## src/gbs_pkg.sv

```systemverilog
// Package for the greedy box suppression core: box and result types, verdict
// codes, default sizes and the threshold value after reset.
// Depends on nothing; used by gbs_iou_unit and greedy_box_suppression_core.
package gbs_pkg;

  localparam int MAX_KEPT_DEF  = 64;
  localparam int MAX_BOXES_DEF = 4096;

  localparam int COORD_W = 16;
  localparam int EXT_W   = 15;
  localparam int AREA_W  = 30;
  localparam int THR_W   = 9;
  localparam int IDX_W   = 12;

  localparam logic [THR_W-1:0] IOU_THR_RESET = 9'd154;

  localparam logic [1:0] VERDICT_SUPP = 2'd0;
  localparam logic [1:0] VERDICT_KEPT = 2'd1;
  localparam logic [1:0] VERDICT_FULL = 2'd2;

  typedef struct packed {
    logic [EXT_W-1:0]          h;
    logic [EXT_W-1:0]          w;
    logic signed [COORD_W-1:0] y0;
    logic signed [COORD_W-1:0] x0;
  } gbs_box_t;

  typedef struct packed {
    logic [AREA_W-1:0] area;
    gbs_box_t          box;
  } gbs_entry_t;

  // status of the overlap pipeline towards the sequencer
  typedef struct packed {
    logic busy;
    logic vld;
    logic hit;
  } gbs_iou_res_t;

endpackage

```

## src/gbs_iou_unit.sv

```systemverilog
// Pipelined overlap test of the held candidate box against one stored box per
// cycle: intersection, union and the inter*256 > thr*union compare.
// Depends on gbs_pkg.
module gbs_iou_unit
  import gbs_pkg::*;
(
  input  logic               clk,
  input  logic               rst_n,
  input  gbs_box_t           cand,
  input  logic [AREA_W-1:0]  cand_area,
  input  logic [THR_W-1:0]   thr,
  input  logic               ent_vld,
  input  gbs_entry_t         ent,
  output gbs_iou_res_t       res
);

  // stage 1: overlap extents
  logic signed [COORD_W:0]   ar, ab, br, bb, r, btm;
  logic signed [COORD_W-1:0] l, t;
  logic signed [COORD_W+1:0] dxw, dyw;
  logic [EXT_W-1:0]          dx_r, dy_r;
  logic [AREA_W-1:0]         barea_r;
  logic                      s1_vld_r;

  // stage 2: intersection and area sum
  logic [AREA_W-1:0]         inter_r;
  logic [AREA_W:0]           asum_r;
  logic                      s2_vld_r;

  // stage 3: both sides of the compare
  logic [AREA_W:0]           uni;
  logic [AREA_W+THR_W:0]     lhs_r, rhs_r;
  logic                      s3_vld_r;

  logic                      hit_r, hit_vld_r;

  always_comb begin
    ar  = $signed({cand.x0[COORD_W-1], cand.x0}) + $signed({2'b00, cand.w});
    ab  = $signed({cand.y0[COORD_W-1], cand.y0}) + $signed({2'b00, cand.h});
    br  = $signed({ent.box.x0[COORD_W-1], ent.box.x0}) + $signed({2'b00, ent.box.w});
    bb  = $signed({ent.box.y0[COORD_W-1], ent.box.y0}) + $signed({2'b00, ent.box.h});
    l   = (cand.x0 > ent.box.x0) ? cand.x0 : ent.box.x0;
    t   = (cand.y0 > ent.box.y0) ? cand.y0 : ent.box.y0;
    r   = (ar < br) ? ar : br;
    btm = (ab < bb) ? ab : bb;
    dxw = $signed({r[COORD_W], r}) - $signed({{2{l[COORD_W-1]}}, l});
    dyw = $signed({btm[COORD_W], btm}) - $signed({{2{t[COORD_W-1]}}, t});
  end

  // union never goes negative: the intersection is at most the smaller area
  assign uni = asum_r - {1'b0, inter_r};

  always_ff @(posedge clk) begin
    if (!rst_n) begin
      s1_vld_r  <= 1'b0;
      s2_vld_r  <= 1'b0;
      s3_vld_r  <= 1'b0;
      hit_vld_r <= 1'b0;
    end else begin
      s1_vld_r  <= ent_vld;
      s2_vld_r  <= s1_vld_r;
      s3_vld_r  <= s2_vld_r;
      hit_vld_r <= s3_vld_r;
    end
  end

  always_ff @(posedge clk) begin
    // touching or disjoint boxes give an empty overlap
    if (dxw > 0 && dyw > 0) begin
      dx_r <= dxw[EXT_W-1:0];
      dy_r <= dyw[EXT_W-1:0];
    end else begin
      dx_r <= '0;
      dy_r <= '0;
    end
    barea_r <= ent.area;
    inter_r <= dx_r * dy_r;
    asum_r  <= {1'b0, cand_area} + {1'b0, barea_r};
    lhs_r   <= {2'b00, inter_r, 8'h00};
    rhs_r   <= thr * uni;
    hit_r   <= lhs_r > rhs_r;
  end

  assign res.busy = s1_vld_r | s2_vld_r | s3_vld_r | hit_vld_r;
  assign res.vld  = hit_vld_r;
  assign res.hit  = hit_r;

endmodule

```

## config.mk

```make
export PLATFORM = sky130hd
export DESIGN_NAME = gbs_iou_unit
export DESIGN_NICKNAME = d
export VERILOG_FILES = /design/src/gbs_pkg.sv /design/src/gbs_iou_unit.sv
export SDC_FILE = /design/constraint.sdc
export NUM_CORES = 2
export LEC_CHECK = 0
export BUFFER_PORTS_ARGS = -buffer_cell sky130_fd_sc_hd__buf_2
export CORE_MARGIN = 2
export CORE_UTILIZATION = 58
export CTS_BUF_LIST = sky130_fd_sc_hd__clkbuf_2
export CTS_CLUSTER_DIAMETER = 40
export CTS_CLUSTER_SIZE = 10
export DETAILED_ROUTE_END_ITERATION = 12
export PLACE_DENSITY = 0.8
export SLEW_MARGIN = 20
export SYNTH_ARGS = -nofsm -noshare
export SYNTH_HDL_FRONTEND = slang
export SYNTH_SLANG_ARGS = --single-unit
```

## constraint.sdc

```tcl
create_clock -name clk -period 6.2 [get_ports clk]
set_input_delay 0.62 -clock clk [delete_from_list [all_inputs] [get_ports clk]]
set_output_delay 0.62 -clock clk [all_outputs]
set_load 0.02 [all_outputs]
```

== Word-level counts from Yosys, hierarchy flattened ==
Index checks and enable logic that the tools add are counted.
Cells by class
  div/mod/pow operators: 0
  bitwise logic cells: 3
  $mul: 2
  order comparisons: 7
  $add $sub $neg: 8
  equal/unequal tests: 0
  multiplexer cells: 4
  shift operators: 0
  reductions and logical operators: 1
Operator list (count)
  adder 16 x 16 -> 17 bit: 4
  greater-than comparator 38 x 40 -> 1 bit: 1
  multiplier 9 x 31 -> 40 bit: 1
  greater-than comparator 18 x 1 -> 1 bit, second input constant: 2
  subtractor 17 x 16 -> 18 bit: 2
  less-than comparator 17 bit: 2
  2-to-1 mux 17 bit: 2
  greater-than comparator 16 bit: 2
  2-to-1 mux 16 bit: 2
  adder 30 x 30 -> 31 bit: 1
  subtractor 31 x 30 -> 31 bit: 1
  multiplier 15 x 15 -> 30 bit: 1
  bitwise OR 1 bit: 3
  logical AND 1 bit: 1
Storage, ports and cells
  input bits: 196
  memory bits (writable): 0
  register bits after elaboration: 196
  output and inout port bits: 3
  latch bits: 0
  memories: 0
  memory bits (read-only): 0
  logic and storage cells: 37

== Longest topological paths before layout ==
  word-level depth: 6
  gate-level depth with buffers: 33
  gate-level depth less buffers: 31

== Least setup slack after synthesis ==
No wires, ideal clock.
  path kind: flip-flop to flip-flop
  from: register asum_r[0]
  to: register rhs_r[36]
  stages on the path, launching flop included: 29
  arrival time: 6726 ps
  data required time: 6094 ps
  slack: -632 ps
  library setup time: 106 ps
  path buffers: 0
  clock period less this slack: 6832 ps
  cell sequence: dfxtp_1 > inv_1 > ha_1 > fa_1 > nor2b_1 > o31a_1 > o21ai_0 > a2111oi_0 > o211ai_1 > a31oi_1 > o41ai_1 > xnor2_1 > nand2_1 > fa_1 > inv_1 > fa_1 > fa_1 > inv_1 > fa_1 > inv_1 > ha_1 > a21oi_1 > o21ai_0 > a41oi_1 > a21oi_1 > o211ai_1 > a21oi_1 > or2_2 > o311ai_0
Between the ends
  word-level cells in the longest chain between the ends: 2
Ends and longest elaborated chain
  start: declaration: RTL line gbs_iou_unit.sv:27  | logic [AREA_W:0] asum_r;
  start signal: assignment: RTL line gbs_iou_unit.sv:78  | asum_r <= {1'b0, cand_area} + {1'b0, barea_r};
  subtractor 31 x 30 -> 31 bit: RTL line gbs_iou_unit.sv:51  | assign uni = asum_r - {1'b0, inter_r};
  multiplier 9 x 31 -> 40 bit: RTL line gbs_iou_unit.sv:80  | rhs_r <= thr * uni;
  end signal: assignment: RTL line gbs_iou_unit.sv:80
  end: declaration: RTL line gbs_iou_unit.sv:32  | logic [AREA_W+THR_W:0] lhs_r, rhs_r;
No other way between the ends.
A chain may end at the register's enable or synchronous reset.

== Worst setup path after layout ==
  from: register asum_r[0]
  to: register rhs_r[38]
The elaborated chain is that of the path after synthesis.

==> flow_metrics.env <==
export IMPL_synthArstFlopShare=0
export IMPL_clk_latency_ns=1.00
export IMPL_clock_sinks=196
export IMPL_initial_core_util=0.5883
export IMPL_antenna_found_initial=2
export IMPL_fin_skew_ns=0.1158
export IMPL_grt_pass1_vias=28590
export IMPL_synth_edf_count=0
export IMPL_ys_seq_area_frac=0.1297
export IMPL_design_die_area_um2=53990
export IMPL_dp_cells=4779
export IMPL_routed_wirelength_mm=81.88
export IMPL_clk_pin_slew_worst_paths_ns=0.32
export IMPL_status="finished, violations left"
export IMPL_rows=83
export IMPL_critPathMaxFanout=4
export IMPL_fin_crit_ns=6.987
export IMPL_syn_num_nets=4436
export IMPL_cpMaxStageDelayCell="fa_1"
export IMPL_finalNetCount=5176
export IMPL_syn_area_um2=30240
export IMPL_cts_tree="yes"
export IMPL_dp_hpwl_mm=63.92
export IMPL_first_pass_iters=8
export IMPL_drc_errors=0
export IMPL_worstMarginPinSlew_ns=0.9921
export IMPL_violations="setup timing"
export IMPL_grt_pass1_wl_mm=129.8
export IMPL_via_count=27350
export IMPL_die_h_um=232.4
export IMPL_ant_nets=0
export IMPL_ys_types=82
export IMPL_crit_path_end_kind="flop"
export IMPL_ys_ff_latch=196
export IMPL_fmax_ghz=0.1431
export IMPL_slew_viol_final=0
export IMPL_worst_setup_path_type="flop to flop"
export IMPL_min_delay_path_class="input pin to flop"
export IMPL_synthCells=3461
export IMPL_io_pin_count=199
export IMPL_yosys_warnings=0
export IMPL_clockRootBuffer="clkbuf_2"
export IMPL_slowest_delay_ns=0.55
export IMPL_fin_ws_ns=-0.7870
export IMPL_synthTopCellsByArea="fa_1, ha_1, dfxtp_1"
export IMPL_area_growth_pct=25.82
export IMPL_rsz0062_at_grt="true"
export IMPL_cap_viol_max_count=0
export IMPL_avgSynthCellArea_um2=8.739
export IMPL_wire_per_inst_um=16.73
export IMPL_netlist_area_leader_share=0.2509
export IMPL_critical_path_required_ns=7.05
export IMPL_place_congestion=0.9376
export IMPL_grt_usage=0.2930
export IMPL_cts_max_level=4
export IMPL_multi_input_area_um2=25080
export IMPL_via_per_inst=5.589
export IMPL_yosys_top_cells_count="inv_1, ha_1, fa_1"
export IMPL_synth_top_flop_cell="dfxtp_1"
export IMPL_dieWidth_um=232.4
export IMPL_synth_area_leader_cell="fa_1"
export IMPL_cts_buffers=17
export IMPL_initialDrtViolationCount=1617
export IMPL_final_layout_size_suffix_gt1_frac=0.2535
export IMPL_grt_max_degree=32
export IMPL_cp_arrival_ns=7.84
export IMPL_setup_viol=25
export IMPL_port_buffers=198
export IMPL_yosysMostFrequentCell="inv_1"
export IMPL_slew_headroom=0.3374
export IMPL_cts_buffer_depth=2
export IMPL_fp_coreArea_um2=51410
export IMPL_hold_viol_final=0
export IMPL_startpoint_type="flop"
export IMPL_overflow=0
export IMPL_seq_area_um2=3964
export IMPL_fillers=3521
export IMPL_crit_path_frequent_cell="fa_1"
export IMPL_final_core_util=0.7402
export IMPL_stdcell_count=4894
export IMPL_min_period_over_period=1.127
through the flow:
step	worst slack, ns	hold WS, ns	TNS (ns)	instance area [um2]
global route	-1.102	0.02368	-19.48	38050
floorplan	-0.1589	0.3308	-3.152	30690
CTS	-0.5509	0.008697	-4.981	37400
global placement	-0.7679	0.3324	-22.30	36140
finish	-0.7870	0.03924	-10.53	38050
detailed placement	-0.8331	0.3362	-28.09	36140
registers in the layout (all words and copies together) (netlist names), 15 cells and up:
name     flops
dy_r        15
inter_r     30
lhs_r       30
rhs_r       40
barea_r     30
dx_r        15
asum_r      31
cell usage in the layout, fill, tap and decap left out, types with 18 or more instances in the layout:
cell type        n
inv_1          563
buf_4          539
ha_1           377
fa_1           373
nand2_1        327
and2_1         206
buf_2          198
dfxtp_1        172
nor2_1         136
a21oi_1        115
xnor2_1        103
a21o_1          97
o21ai_0         66
nor3_1          61
mux2i_1         56
nor2b_1         52
xor2_1          50
o21a_1          44
dlygate4sd3_1   37
a21oi_2         32
nand2b_1        31
nand4_1         28
nand3_1         22
dfxtp_2         20
o211ai_1        19
a211oi_1        19
ha_4            19
o21bai_1        18
buf_6           18
kinds of logic (layout without fill, tap and decap cells):
family / after synthesis / count (layout) / share of synthesized area
xor gates and xnor gates: 174 / 174 / 0.05039
adders and majority gates: 780 / 780 / 0.4167
other: 0 / 1 / 0
AOI/OAI and AO/OA: 586 / 586 / 0.1322
buffers and inverters: 657 / 1409 / 0.08237
and+or+nand+nor: 997 / 997 / 0.1646
DFF: 196 / 196 / 0.1297
muxes: 71 / 71 / 0.02408
metal layers:
layer,GRT usage,vias to the layer above,wire [um]
li1,-,12850,-
met1,0.3381,13180,31060
met2,0.5416,1036,42260
met3,0.04666,286,5135
met4,0.1092,2,3397
met5,0,-,16
layout make-up:
type | count | share of cell area
multi-input cells | 2608 | 0.6590
diodes | 1 | 0.00006576
well taps | 680 | 0.02236
clock buffers | 17 | 0.002236
repair buffers | 798 | 0.1506
inverters | 580 | 0.05721
clock inverters | 14 | 0.004406
flip-flops and latches | 196 | 0.1042
timing repair:
| action | in CTS | in global routing |
|---|---|---|
| buffers inserted | 23 | 28 |
| hold buffers | 36 | 1 |
| cloned | 0 | 1 |
| hold endpoints to repair | 37 | 1 |
| pin swaps | 98 | 87 |
| gates resized for setup | 112 | 120 |
| endpoints found under the setup margin | 28 | 66 |
critical path, delay by kind of cell, from the launching register on:
kind | cells | cell delay [ns]
compound gates | 12 | 2.58
xor+xnor | 1 | 0.23
fa+ha+maj | 7 | 2.74
buf+inv | 5 | 0.37
flops | 1 | 0.40
simple gates | 4 | 0.56
worst paths after layout:
check                      from         end  slack [ns]  cells after the start
setup reg to reg      asum_r[0]   rhs_r[38]       -0.79                     29
hold reg to reg     inter_r[21]   lhs_r[29]        0.33                      0
setup / recovery      asum_r[0]   rhs_r[38]       -0.79                     29
hold / removal    cand_area[28]  asum_r[28]        0.04                      3
Power is left out: the tool's default activity adds up to more than one toggle a clock period on the data nets, which glitch-free logic cannot reach.
